$ cat config.mk
export PLATFORM = sky130hd
export DESIGN_NAME = scan_elevator_controller_unit
export DESIGN_NICKNAME = d
export VERILOG_FILES = /design/src/sec_pkg.sv /design/src/sec_hall_mem.sv /design/src/scan_elevator_controller_unit.sv
export SDC_FILE = /design/constraint.sdc
export NUM_CORES = 1
export LEC_CHECK = 0
export BUFFER_PORTS_ARGS = -buffer_cell sky130_fd_sc_hd__buf_2
export CORE_ASPECT_RATIO = 1.5
export CORE_MARGIN = 2
export CORE_UTILIZATION = 60
export CTS_BUF_LIST = sky130_fd_sc_hd__clkbuf_8
export DETAILED_ROUTE_END_ITERATION = 10
export GPL_TIMING_DRIVEN = 0
export PLACE_DENSITY = 0.86
export SYNTH_ARGS = -nofsm -noshare
export SYNTH_HDL_FRONTEND = slang
export SYNTH_SLANG_ARGS = --single-unit
$ cat constraint.sdc
create_clock -name clk -period 6.82 [get_ports clk]
set_input_delay 0 -clock clk [delete_from_list [all_inputs] [get_ports clk]]
set_output_delay 0 -clock clk [all_outputs]
set_load 0.02 [all_outputs]
$ cat src/sec_pkg.sv
// ---------------------------------------------------------------------------
// sec_pkg: shared types and codes for the SCAN elevator controller
// Request and result formats, stored rider format and result codes.
// ---------------------------------------------------------------------------
`default_nettype none

package sec_pkg;

    localparam int FLOOR_W = 4;
    localparam int ID_W    = 8;
    localparam int EV_W    = 3;

    localparam logic [EV_W-1:0] EV_ACCEPTED = 3'd0;
    localparam logic [EV_W-1:0] EV_FULL     = 3'd1;
    localparam logic [EV_W-1:0] EV_INVALID  = 3'd2;
    localparam logic [EV_W-1:0] EV_POSITION = 3'd3;
    localparam logic [EV_W-1:0] EV_ALIGHTED = 3'd4;
    localparam logic [EV_W-1:0] EV_BOARDED  = 3'd5;
    localparam logic [EV_W-1:0] EV_TURN     = 3'd6;

    localparam logic CMD_REQUEST = 1'b0;
    localparam logic CMD_TICK    = 1'b1;

    typedef struct packed {
        logic               cmd;
        logic [FLOOR_W-1:0] from_floor;
        logic [FLOOR_W-1:0] target_floor;
    } in_t;

    typedef struct packed {
        logic [EV_W-1:0]    event_res;
        logic [ID_W-1:0]    rider_id;
        logic [FLOOR_W-1:0] at_floor;
        logic [FLOOR_W-1:0] dest_floor;
        logic               going_up;
        logic               idle_flag;
        logic               last;
    } out_t;

    typedef struct packed {
        logic [ID_W-1:0]    id;
        logic [FLOOR_W-1:0] dest;
    } rider_t;

endpackage

`default_nettype wire

$ cat src/sec_hall_mem.sv
// ---------------------------------------------------------------------------
// sec_hall_mem: hall queue storage
// One write port, one read port with registered read data.
// ---------------------------------------------------------------------------
`default_nettype none

module sec_hall_mem
    import sec_pkg::*;
#(
    parameter int DEPTH  = 64,
    parameter int ADDR_W = 6
)(
    input  wire logic              clk,
    input  wire logic              we,
    input  wire logic [ADDR_W-1:0] waddr,
    input  wire rider_t            wdata,
    input  wire logic              re,
    input  wire logic [ADDR_W-1:0] raddr,
    output rider_t                 rdata
);

    rider_t mem [DEPTH];

    always_ff @(posedge clk)
    begin
        if (we)
        begin
            mem[waddr] <= wdata;
        end
        if (re)
        begin
            rdata <= mem[raddr];
        end
    end

endmodule

`default_nettype wire

$ cat src/scan_elevator_controller_unit.sv
// ---------------------------------------------------------------------------
// scan_elevator_controller_unit: one elevator car under SCAN scheduling
// Hall FIFOs per floor, riders in the car, walked by a sequencer one element at a time.
// ---------------------------------------------------------------------------
//  channel | signals                           | payload
//  --------+-----------------------------------+------------------------
//  input   | in_valid / in_ready / in_data     | in_t  (cmd, floors)
//  output  | out_valid / out_ready / out_data  | out_t (one result each)
//
//  A request passes through S_REQ and S_FLUSH. On a tick the sequencer
//  walks the car slots, the queue memory (one read port, registered data)
//  and every floor count in turn. in_ready is high only while the
//  sequencer is idle.
//  Output stalls hold the sequencer at the step that makes a result.
//  Reset clears counts, position and direction; queue and car slots are not.
// ---------------------------------------------------------------------------
`default_nettype none

module scan_elevator_controller_unit
    import sec_pkg::*;
#(
    parameter int FLOORS       = 16,
    parameter int QUEUE_DEPTH  = 4,
    parameter int CAR_CAPACITY = 4
)(
    input  wire logic clk,
    input  wire logic rst_n,
    input  wire logic in_valid,
    output logic      in_ready,
    input  wire in_t  in_data,
    output logic      out_valid,
    input  wire logic out_ready,
    output out_t      out_data
);

    localparam int HF     = (FLOORS < 16) ? FLOORS : 16;
    localparam int FI_W   = $clog2(HF);
    localparam int SC_W   = $clog2(HF + 1);
    localparam int QC_W   = $clog2(QUEUE_DEPTH + 1);
    localparam int RC_W   = $clog2(CAR_CAPACITY + 1);
    localparam int CI_W   = (CAR_CAPACITY > 1) ? $clog2(CAR_CAPACITY) : 1;
    localparam int MDEPTH = HF * QUEUE_DEPTH;
    localparam int MA_W   = (MDEPTH > 1) ? $clog2(MDEPTH) : 1;
    localparam logic [6:0] FLOORS_V = 7'(FLOORS);
    localparam logic [QC_W-1:0] QD_V = QC_W'(QUEUE_DEPTH);
    localparam logic [RC_W-1:0] CAP_V = RC_W'(CAR_CAPACITY);
    localparam logic [SC_W-1:0] HF_V = SC_W'(HF);

    localparam logic [2:0] S_IDLE  = 3'd0;
    localparam logic [2:0] S_REQ   = 3'd1;
    localparam logic [2:0] S_ALI   = 3'd2;
    localparam logic [2:0] S_BRDRD = 3'd3;
    localparam logic [2:0] S_BRDEV = 3'd4;
    localparam logic [2:0] S_SCAN  = 3'd5;
    localparam logic [2:0] S_RSC   = 3'd6;
    localparam logic [2:0] S_FLUSH = 3'd7;

    logic [2:0]          state_reg, state_next;
    logic                dec_reg, dec_next;
    in_t                 req_reg, req_next;
    logic [QC_W-1:0]     hall_cnt_reg [HF];
    logic [QC_W-1:0]     hall_cnt_next [HF];
    rider_t              car_reg [CAR_CAPACITY];
    rider_t              car_next [CAR_CAPACITY];
    logic [RC_W-1:0]     rc_reg, rc_next;
    logic [FLOOR_W-1:0]  floor_reg, floor_next;
    logic                up_reg, up_next;
    logic [ID_W-1:0]     id_reg, id_next;
    logic [RC_W-1:0]     i_reg, i_next;
    logic [RC_W-1:0]     n_reg, n_next;
    logic [QC_W-1:0]     j_reg, j_next;
    logic [QC_W-1:0]     k_reg, k_next;
    logic [QC_W-1:0]     cnt_reg, cnt_next;
    logic [SC_W-1:0]     s_reg, s_next;
    logic                wait_reg, wait_next;
    logic                ahead_reg, ahead_next;
    out_t                pend_reg, pend_next;
    out_t                out_reg, out_next;
    logic                ov_reg, ov_next;

    logic                out_free;
    logic [FI_W-1:0]     hc_addr;
    logic [QC_W-1:0]     hc_q;
    rider_t              car_q;
    logic                mem_we, mem_re;
    logic [MA_W-1:0]     mem_waddr, mem_raddr;
    rider_t              mem_wdata, mem_q;
    out_t                res;
    logic                push;

    function automatic logic headed(input logic [FLOOR_W-1:0] dest,
                                    input logic [FLOOR_W-1:0] fl,
                                    input logic up);
        return up ? (dest > fl) : (dest < fl);
    endfunction

    function automatic logic [MA_W-1:0] maddr(input logic [FLOOR_W-1:0] fl,
                                              input logic [QC_W-1:0] slot);
        return MA_W'(int'(fl[FI_W-1:0]) * QUEUE_DEPTH + int'(slot));
    endfunction

    sec_hall_mem #(.DEPTH(MDEPTH), .ADDR_W(MA_W)) u_mem (
        .clk   (clk),
        .we    (mem_we),
        .waddr (mem_waddr),
        .wdata (mem_wdata),
        .re    (mem_re),
        .raddr (mem_raddr),
        .rdata (mem_q)
    );

    assign in_ready  = (state_reg == S_IDLE);
    assign out_valid = ov_reg;
    assign out_data  = out_reg;
    assign out_free  = !ov_reg || out_ready;

    always_comb
    begin
        unique case (state_reg)
            S_IDLE:  hc_addr = in_data.from_floor[FI_W-1:0];
            S_REQ:   hc_addr = req_reg.from_floor[FI_W-1:0];
            S_SCAN:  hc_addr = s_reg[FI_W-1:0];
            default: hc_addr = floor_reg[FI_W-1:0];
        endcase
        hc_q  = hall_cnt_reg[hc_addr];
        car_q = car_reg[i_reg[CI_W-1:0]];
    end

    always_comb
    begin
        state_next = state_reg;
        dec_next   = dec_reg;
        req_next   = req_reg;
        hall_cnt_next = hall_cnt_reg;
        car_next   = car_reg;
        rc_next    = rc_reg;
        floor_next = floor_reg;
        up_next    = up_reg;
        id_next    = id_reg;
        i_next     = i_reg;
        n_next     = n_reg;
        j_next     = j_reg;
        k_next     = k_reg;
        cnt_next   = cnt_reg;
        s_next     = s_reg;
        wait_next  = wait_reg;
        ahead_next = ahead_reg;
        pend_next  = pend_reg;
        mem_we     = 1'b0;
        mem_waddr  = maddr(req_reg.from_floor, hc_q);
        mem_wdata  = '{id: id_reg + 8'd1, dest: req_reg.target_floor};
        mem_re     = 1'b0;
        mem_raddr  = maddr(floor_reg, j_reg);
        res        = '0;
        push       = 1'b0;

        unique case (state_reg)
            S_IDLE:
            begin
                if (in_valid)
                begin
                    req_next = in_data;
                    if (in_data.cmd == CMD_TICK)
                    begin
                        pend_next = '{event_res: EV_POSITION, rider_id: '0,
                                      at_floor: floor_reg, dest_floor: '0,
                                      going_up: up_reg, idle_flag: 1'b0,
                                      last: 1'b0};
                        i_next     = '0;
                        n_next     = '0;
                        state_next = S_ALI;
                    end
                    else
                    begin
                        state_next = S_REQ;
                    end
                end
            end
            S_REQ:
            begin
                if (req_reg.from_floor == req_reg.target_floor
                    || {3'b000, req_reg.from_floor} >= FLOORS_V
                    || {3'b000, req_reg.target_floor} >= FLOORS_V)
                begin
                    pend_next = '{event_res: EV_INVALID, rider_id: '0,
                                  at_floor: req_reg.from_floor,
                                  dest_floor: req_reg.target_floor, going_up: up_reg,
                                  idle_flag: 1'b0, last: 1'b0};
                end
                else
                begin
                    id_next   = id_reg + 8'd1;
                    pend_next = '{event_res: EV_ACCEPTED, rider_id: id_reg + 8'd1,
                                  at_floor: req_reg.from_floor,
                                  dest_floor: req_reg.target_floor, going_up: up_reg,
                                  idle_flag: 1'b0, last: 1'b0};
                    if (hc_q >= QD_V)
                    begin
                        pend_next.event_res = EV_FULL;
                    end
                    else
                    begin
                        mem_we = 1'b1;
                        hall_cnt_next[hc_addr] = hc_q + 1'b1;
                    end
                end
                state_next = S_FLUSH;
            end
            S_ALI:
            begin
                if (i_reg == rc_reg)
                begin
                    rc_next    = n_reg;
                    j_next     = '0;
                    k_next     = '0;
                    cnt_next   = hc_q;
                    state_next = S_BRDRD;
                end
                else if (car_q.dest == floor_reg)
                begin
                    res = '{event_res: EV_ALIGHTED, rider_id: car_q.id,
                            at_floor: floor_reg, dest_floor: car_q.dest,
                            going_up: up_reg, idle_flag: 1'b0, last: 1'b0};
                    if (out_free)
                    begin
                        push   = 1'b1;
                        i_next = i_reg + 1'b1;
                    end
                end
                else
                begin
                    car_next[n_reg[CI_W-1:0]] = car_q;
                    n_next = n_reg + 1'b1;
                    i_next = i_reg + 1'b1;
                end
            end
            S_BRDRD:
            begin
                if (j_reg == cnt_reg)
                begin
                    hall_cnt_next[hc_addr] = k_reg;
                    s_next     = '0;
                    wait_next  = 1'b0;
                    ahead_next = 1'b0;
                    state_next = S_SCAN;
                end
                else
                begin
                    mem_re     = 1'b1;
                    state_next = S_BRDEV;
                end
            end
            S_BRDEV:
            begin
                if (rc_reg < CAP_V && headed(mem_q.dest, floor_reg, up_reg))
                begin
                    res = '{event_res: EV_BOARDED, rider_id: mem_q.id,
                            at_floor: floor_reg, dest_floor: mem_q.dest,
                            going_up: up_reg, idle_flag: 1'b0, last: 1'b0};
                    if (out_free)
                    begin
                        push = 1'b1;
                        car_next[rc_reg[CI_W-1:0]] = mem_q;
                        rc_next    = rc_reg + 1'b1;
                        j_next     = j_reg + 1'b1;
                        state_next = S_BRDRD;
                    end
                end
                else
                begin
                    mem_we     = 1'b1;
                    mem_waddr  = maddr(floor_reg, k_reg);
                    mem_wdata  = mem_q;
                    k_next     = k_reg + 1'b1;
                    j_next     = j_reg + 1'b1;
                    state_next = S_BRDRD;
                end
            end
            S_SCAN:
            begin
                if (s_reg == HF_V)
                begin
                    i_next     = '0;
                    dec_next   = 1'b0;
                    state_next = S_RSC;
                end
                else
                begin
                    if (hc_q != '0)
                    begin
                        wait_next = 1'b1;
                        if (up_reg ? (s_reg > SC_W'(floor_reg))
                                   : (s_reg < SC_W'(floor_reg)))
                        begin
                            ahead_next = 1'b1;
                        end
                    end
                    s_next = s_reg + 1'b1;
                end
            end
            S_RSC:
            begin
                if (dec_reg)
                begin
                    if (!wait_reg && rc_reg == '0)
                    begin
                        res = '{event_res: EV_TURN, rider_id: '0, at_floor: floor_reg,
                                dest_floor: '0, going_up: up_reg, idle_flag: 1'b1,
                                last: 1'b0};
                        if (out_free)
                        begin
                            push       = 1'b1;
                            state_next = S_FLUSH;
                        end
                    end
                    else if (!ahead_reg)
                    begin
                        res = '{event_res: EV_TURN, rider_id: '0, at_floor: floor_reg,
                                dest_floor: '0, going_up: !up_reg, idle_flag: 1'b0,
                                last: 1'b0};
                        if (out_free)
                        begin
                            push       = 1'b1;
                            up_next    = !up_reg;
                            state_next = S_FLUSH;
                        end
                    end
                    else
                    begin
                        floor_next = up_reg ? floor_reg + 1'b1 : floor_reg - 1'b1;
                        state_next = S_FLUSH;
                    end
                end
                else if (i_reg == rc_reg)
                begin
                    dec_next = 1'b1;
                end
                else
                begin
                    if (headed(car_q.dest, floor_reg, up_reg))
                    begin
                        ahead_next = 1'b1;
                    end
                    i_next = i_reg + 1'b1;
                end
            end
            S_FLUSH:
            begin
                if (out_free)
                begin
                    state_next = S_IDLE;
                end
            end
            default:
            begin
                state_next = S_IDLE;
            end
        endcase

        // hand the held result to the output, keep the newest one back
        ov_next  = ov_reg && !out_ready;
        out_next = out_reg;
        if (push)
        begin
            out_next  = pend_reg;
            ov_next   = 1'b1;
            pend_next = res;
        end
        else if (state_reg == S_FLUSH && out_free)
        begin
            out_next      = pend_reg;
            out_next.last = 1'b1;
            ov_next       = 1'b1;
        end
    end

    always_ff @(posedge clk or negedge rst_n)
    begin
        if (!rst_n)
        begin
            state_reg  <= S_IDLE;
            dec_reg    <= 1'b0;
            rc_reg     <= '0;
            floor_reg  <= '0;
            up_reg     <= 1'b1;
            id_reg     <= '0;
            ov_reg     <= 1'b0;
            for (int f = 0; f < HF; f++)
            begin
                hall_cnt_reg[f] <= '0;
            end
        end
        else
        begin
            state_reg    <= state_next;
            dec_reg      <= dec_next;
            rc_reg       <= rc_next;
            floor_reg    <= floor_next;
            up_reg       <= up_next;
            id_reg       <= id_next;
            ov_reg       <= ov_next;
            hall_cnt_reg <= hall_cnt_next;
        end
    end

    always_ff @(posedge clk)
    begin
        req_reg   <= req_next;
        car_reg   <= car_next;
        i_reg     <= i_next;
        n_reg     <= n_next;
        j_reg     <= j_next;
        k_reg     <= k_next;
        cnt_reg   <= cnt_next;
        s_reg     <= s_next;
        wait_reg  <= wait_next;
        ahead_reg <= ahead_next;
        pend_reg  <= pend_next;
        out_reg   <= out_next;
    end

endmodule

`default_nettype wire
==> impl_metrics.yaml <==
outcome:
  status: "finished clean"
timing:
  hold-worst-slack_ps: 285
  clock-skew-final_ps: 60.0
  tightestPinTransition_ps: 1300
  setup_ws_ps: 1340
  min_period_ps: 5480
  timing.final.crit_share: 0.803
  final_max_slew_viol_count: 0
  setup_viol: 0
  hold_viol: 0
  relSlewSlack: 0.129
  rsz0062_at_grt: "false"
  fmax_mhz: 183
clocking:
  path_clk_slew_ps: 60
  tritoncts: "done"
  worstSkewPairLatency_ps: 840
  cts_made_buffers: 138
  root_buffer: "clkbuf_8"
  cts.htree.levels: 4
  cts_sinks: 970
  clock_path_buffers: 3
synthesis:
  syn_inst: 2058
  ys_seq_area_frac: 0.722
  synth_top_flop_cell: "edfxtp_1"
  syn_avg_cell_area_um2: 19.4
  yosys_warnings: 0
  synth.distinct_cells: 77
  synth_edf_count: 901
  synth_nets: 2108
  ys_ff_latch: 970
  syn_area_um2: 39900
  synthArstFlopShare: 0.0711
routing:
  drc: 0
  first_pass_iters: 6
  via_per_inst: 6.77
  drtIter0Drc: 2902
  wl_mm: 99.1
  vias: 22000
  wl_per_cell_um: 30.4
  detail-route-antenna-nets: 0
floorplanning:
  initial_core_util: 0.607
  dieHeight_um: 320
  rows: 115
  core_um2: 65600
  ioPinCount: 37
  die-area_um2: 68500
  fp.dieW_um: 214
setup_path:
  cp_max_fo: 12
  crit_arrival_ps: 5900
  critical_path_class: "reg -> reg"
  worstPathRequired_ps: 7250
  cp-start-kind: "flip-flop"
  cp-end-kind: "flip-flop"
  r2r_cells: 14
global_routing:
  antenna_found_initial: 2
  grt_max_degree: 69
  gr-total-overflow: 0
  grt.total_usage: 0.294
  grt_pass1_wl_mm: 145
  grt_pass1_vias: 22700
layout:
  drive_above_1_share: 0.245
  largest_register_ffs: 768
  final_cell_area_um2: 44400
  final_cell_mix: "901 x edfxtp_1, 264 x mux4_2, 142 x clkbuf_8"
  final_common_cell: "edfxtp_1"
  fin_nets: 2324
  multi_input_area_um2: 10600
  fillers: 3900
  area_growth_pct: 11.5
  final-seq-area_um2: 28800
placed_design:
  dpl.hpwl_mm: 66.2
  io_buffers: 36
  pre_cts_slack_ps: 1410
  place.gp.congestion: 0.940
  place_area_um2: 41600
flow_run:
  maxCapViolCount: 0
power_and_ir_drop:
  powerDensity_nw_per_um2: 451
  power.static_leakage_nw: 14.6
  vdd_drop_max_v: 0.000374
worst_hold_path:
  holdCritPathClass: "in -> async"
critical path: stages (launching register included):
cell and delay [ps]:
edfxtp_1 550, mux2_4 360, a21o_2 270, nor2_2 340, buf_6 220, mux2i_1 220, o221ai_1 170, a21bo_2 250
buf_4 190, ha_1 210, ha_1 310, nand2_1 70, o2bb2ai_1 350, nand3_1 490, nor2_1 1070
per-stage QoR:
stage	TNS, ps	utilization	std cells	power (W)
2_1_floorplan	0	-	2058	0.0127
3_3_place_gp	-392860	0.627	2971	0.0150
3_5_place_dp	0	0.633	2986	0.0154
4_1_cts	0	0.677	3254	0.0199
5_1_grt	0	0.677	3255	0.0206
6_report	0	0.677	3256	0.0201
Yosys cell counts, types with 4 or more instances:
cell | number | area share
nor2_1 | 135 | 0.013
a31oi_1 | 4 | 0.00063
a22o_1 | 12 | 0.0026
nand2_1 | 86 | 0.0081
buf_1 | 25 | 0.0024
o211ai_1 | 4 | 0.00075
a211oi_1 | 8 | 0.0015
mux4_2 | 264 | 0.15
a22oi_1 | 12 | 0.0023
xnor2_1 | 31 | 0.0068
or3_1 | 4 | 0.00063
ha_1 | 36 | 0.011
buf_2 | 8 | 0.0010
buf_6 | 6 | 0.0017
a21oi_1 | 53 | 0.0067
a21o_1 | 4 | 0.00075
clkbuf_1 | 66 | 0.0062
nand3_1 | 41 | 0.0051
o21ai_0 | 34 | 0.0043
nor2b_1 | 6 | 0.00094
inv_1 | 27 | 0.0025
nand2b_1 | 11 | 0.0017
a32oi_1 | 12 | 0.0026
buf_4 | 4 | 0.00075
o221ai_1 | 4 | 0.00088
xor2_1 | 11 | 0.0024
and2_1 | 13 | 0.0020
o22ai_1 | 10 | 0.0016
mux2i_1 | 10 | 0.0025
dfrtp_1 | 68 | 0.043
edfxtp_1 | 901 | 0.68
mux2_2 | 36 | 0.010
a32o_1 | 36 | 0.0090
nor3_1 | 9 | 0.0011
and3_1 | 7 | 0.0011
final timing paths:
check	startpoint	endpoint	slack [ps]
max	req_reg[4]	u_mem.mem[15][6]	1340
min in group clk	out_ready	out_valid	290
max reg2reg	req_reg[4]	u_mem.mem[15][6]	1340
min reg2reg	pend_reg[14]	out_data[14]	410
min	rst_n	up_reg	290
max in group asynchronous	rst_n	id_reg[2]	6120
routing by layer:
| metal | track usage | vias to the layer above | wire, um |
|---|---|---|---|
| met4 | 0.196 | 0 | 7880 |
| li1 | - | 8898 | - |
| met3 | 0.0628 | 422 | 8840 |
| met2 | 0.511 | 1550 | 50900 |
| met5 | 0 | - | 0 |
| met1 | 0.328 | 11200 | 31500 |
report_power, final:
part	leakage, nW	internal (W)	switching [W]
clock	1.45	0.00222	0.00221
sequential	9.09	0.00785	0.000357
combinational	4.06	0.00260	0.00483
total	14.6	0.0127	0.00739
what timing repair did:
action                    4_1_cts  5_1_grt
hold endpoints to repair      121        0
buffers inserted                0        0
hold buffers                   25        0
resized for setup               0        0
cells by family (layout without fill, tap and decap cells):
family          after synthesis  in the layout  synth area share
flops                       970            970             0.722
compound gates              225            225            0.0413
fa+ha+maj                    37             37            0.0118
buf+inv                     138            457            0.0148
other cells                   0              2                 0
mux                         314            314             0.163
simple gates                332            332            0.0374
xor+xnor                     42             42           0.00923
final cells by class:
type,instances,area share
clock inverter,101,0.0149
tap,877,0.0247
buffer,110,0.0109
timing repair buffer,76,0.0173
antenna,2,0.000113
sequential,970,0.648
inverter,28,0.00236
multi-input combinational,950,0.238
clock buffer,142,0.0440
Note: power is estimated with default switching activity, not from simulation.
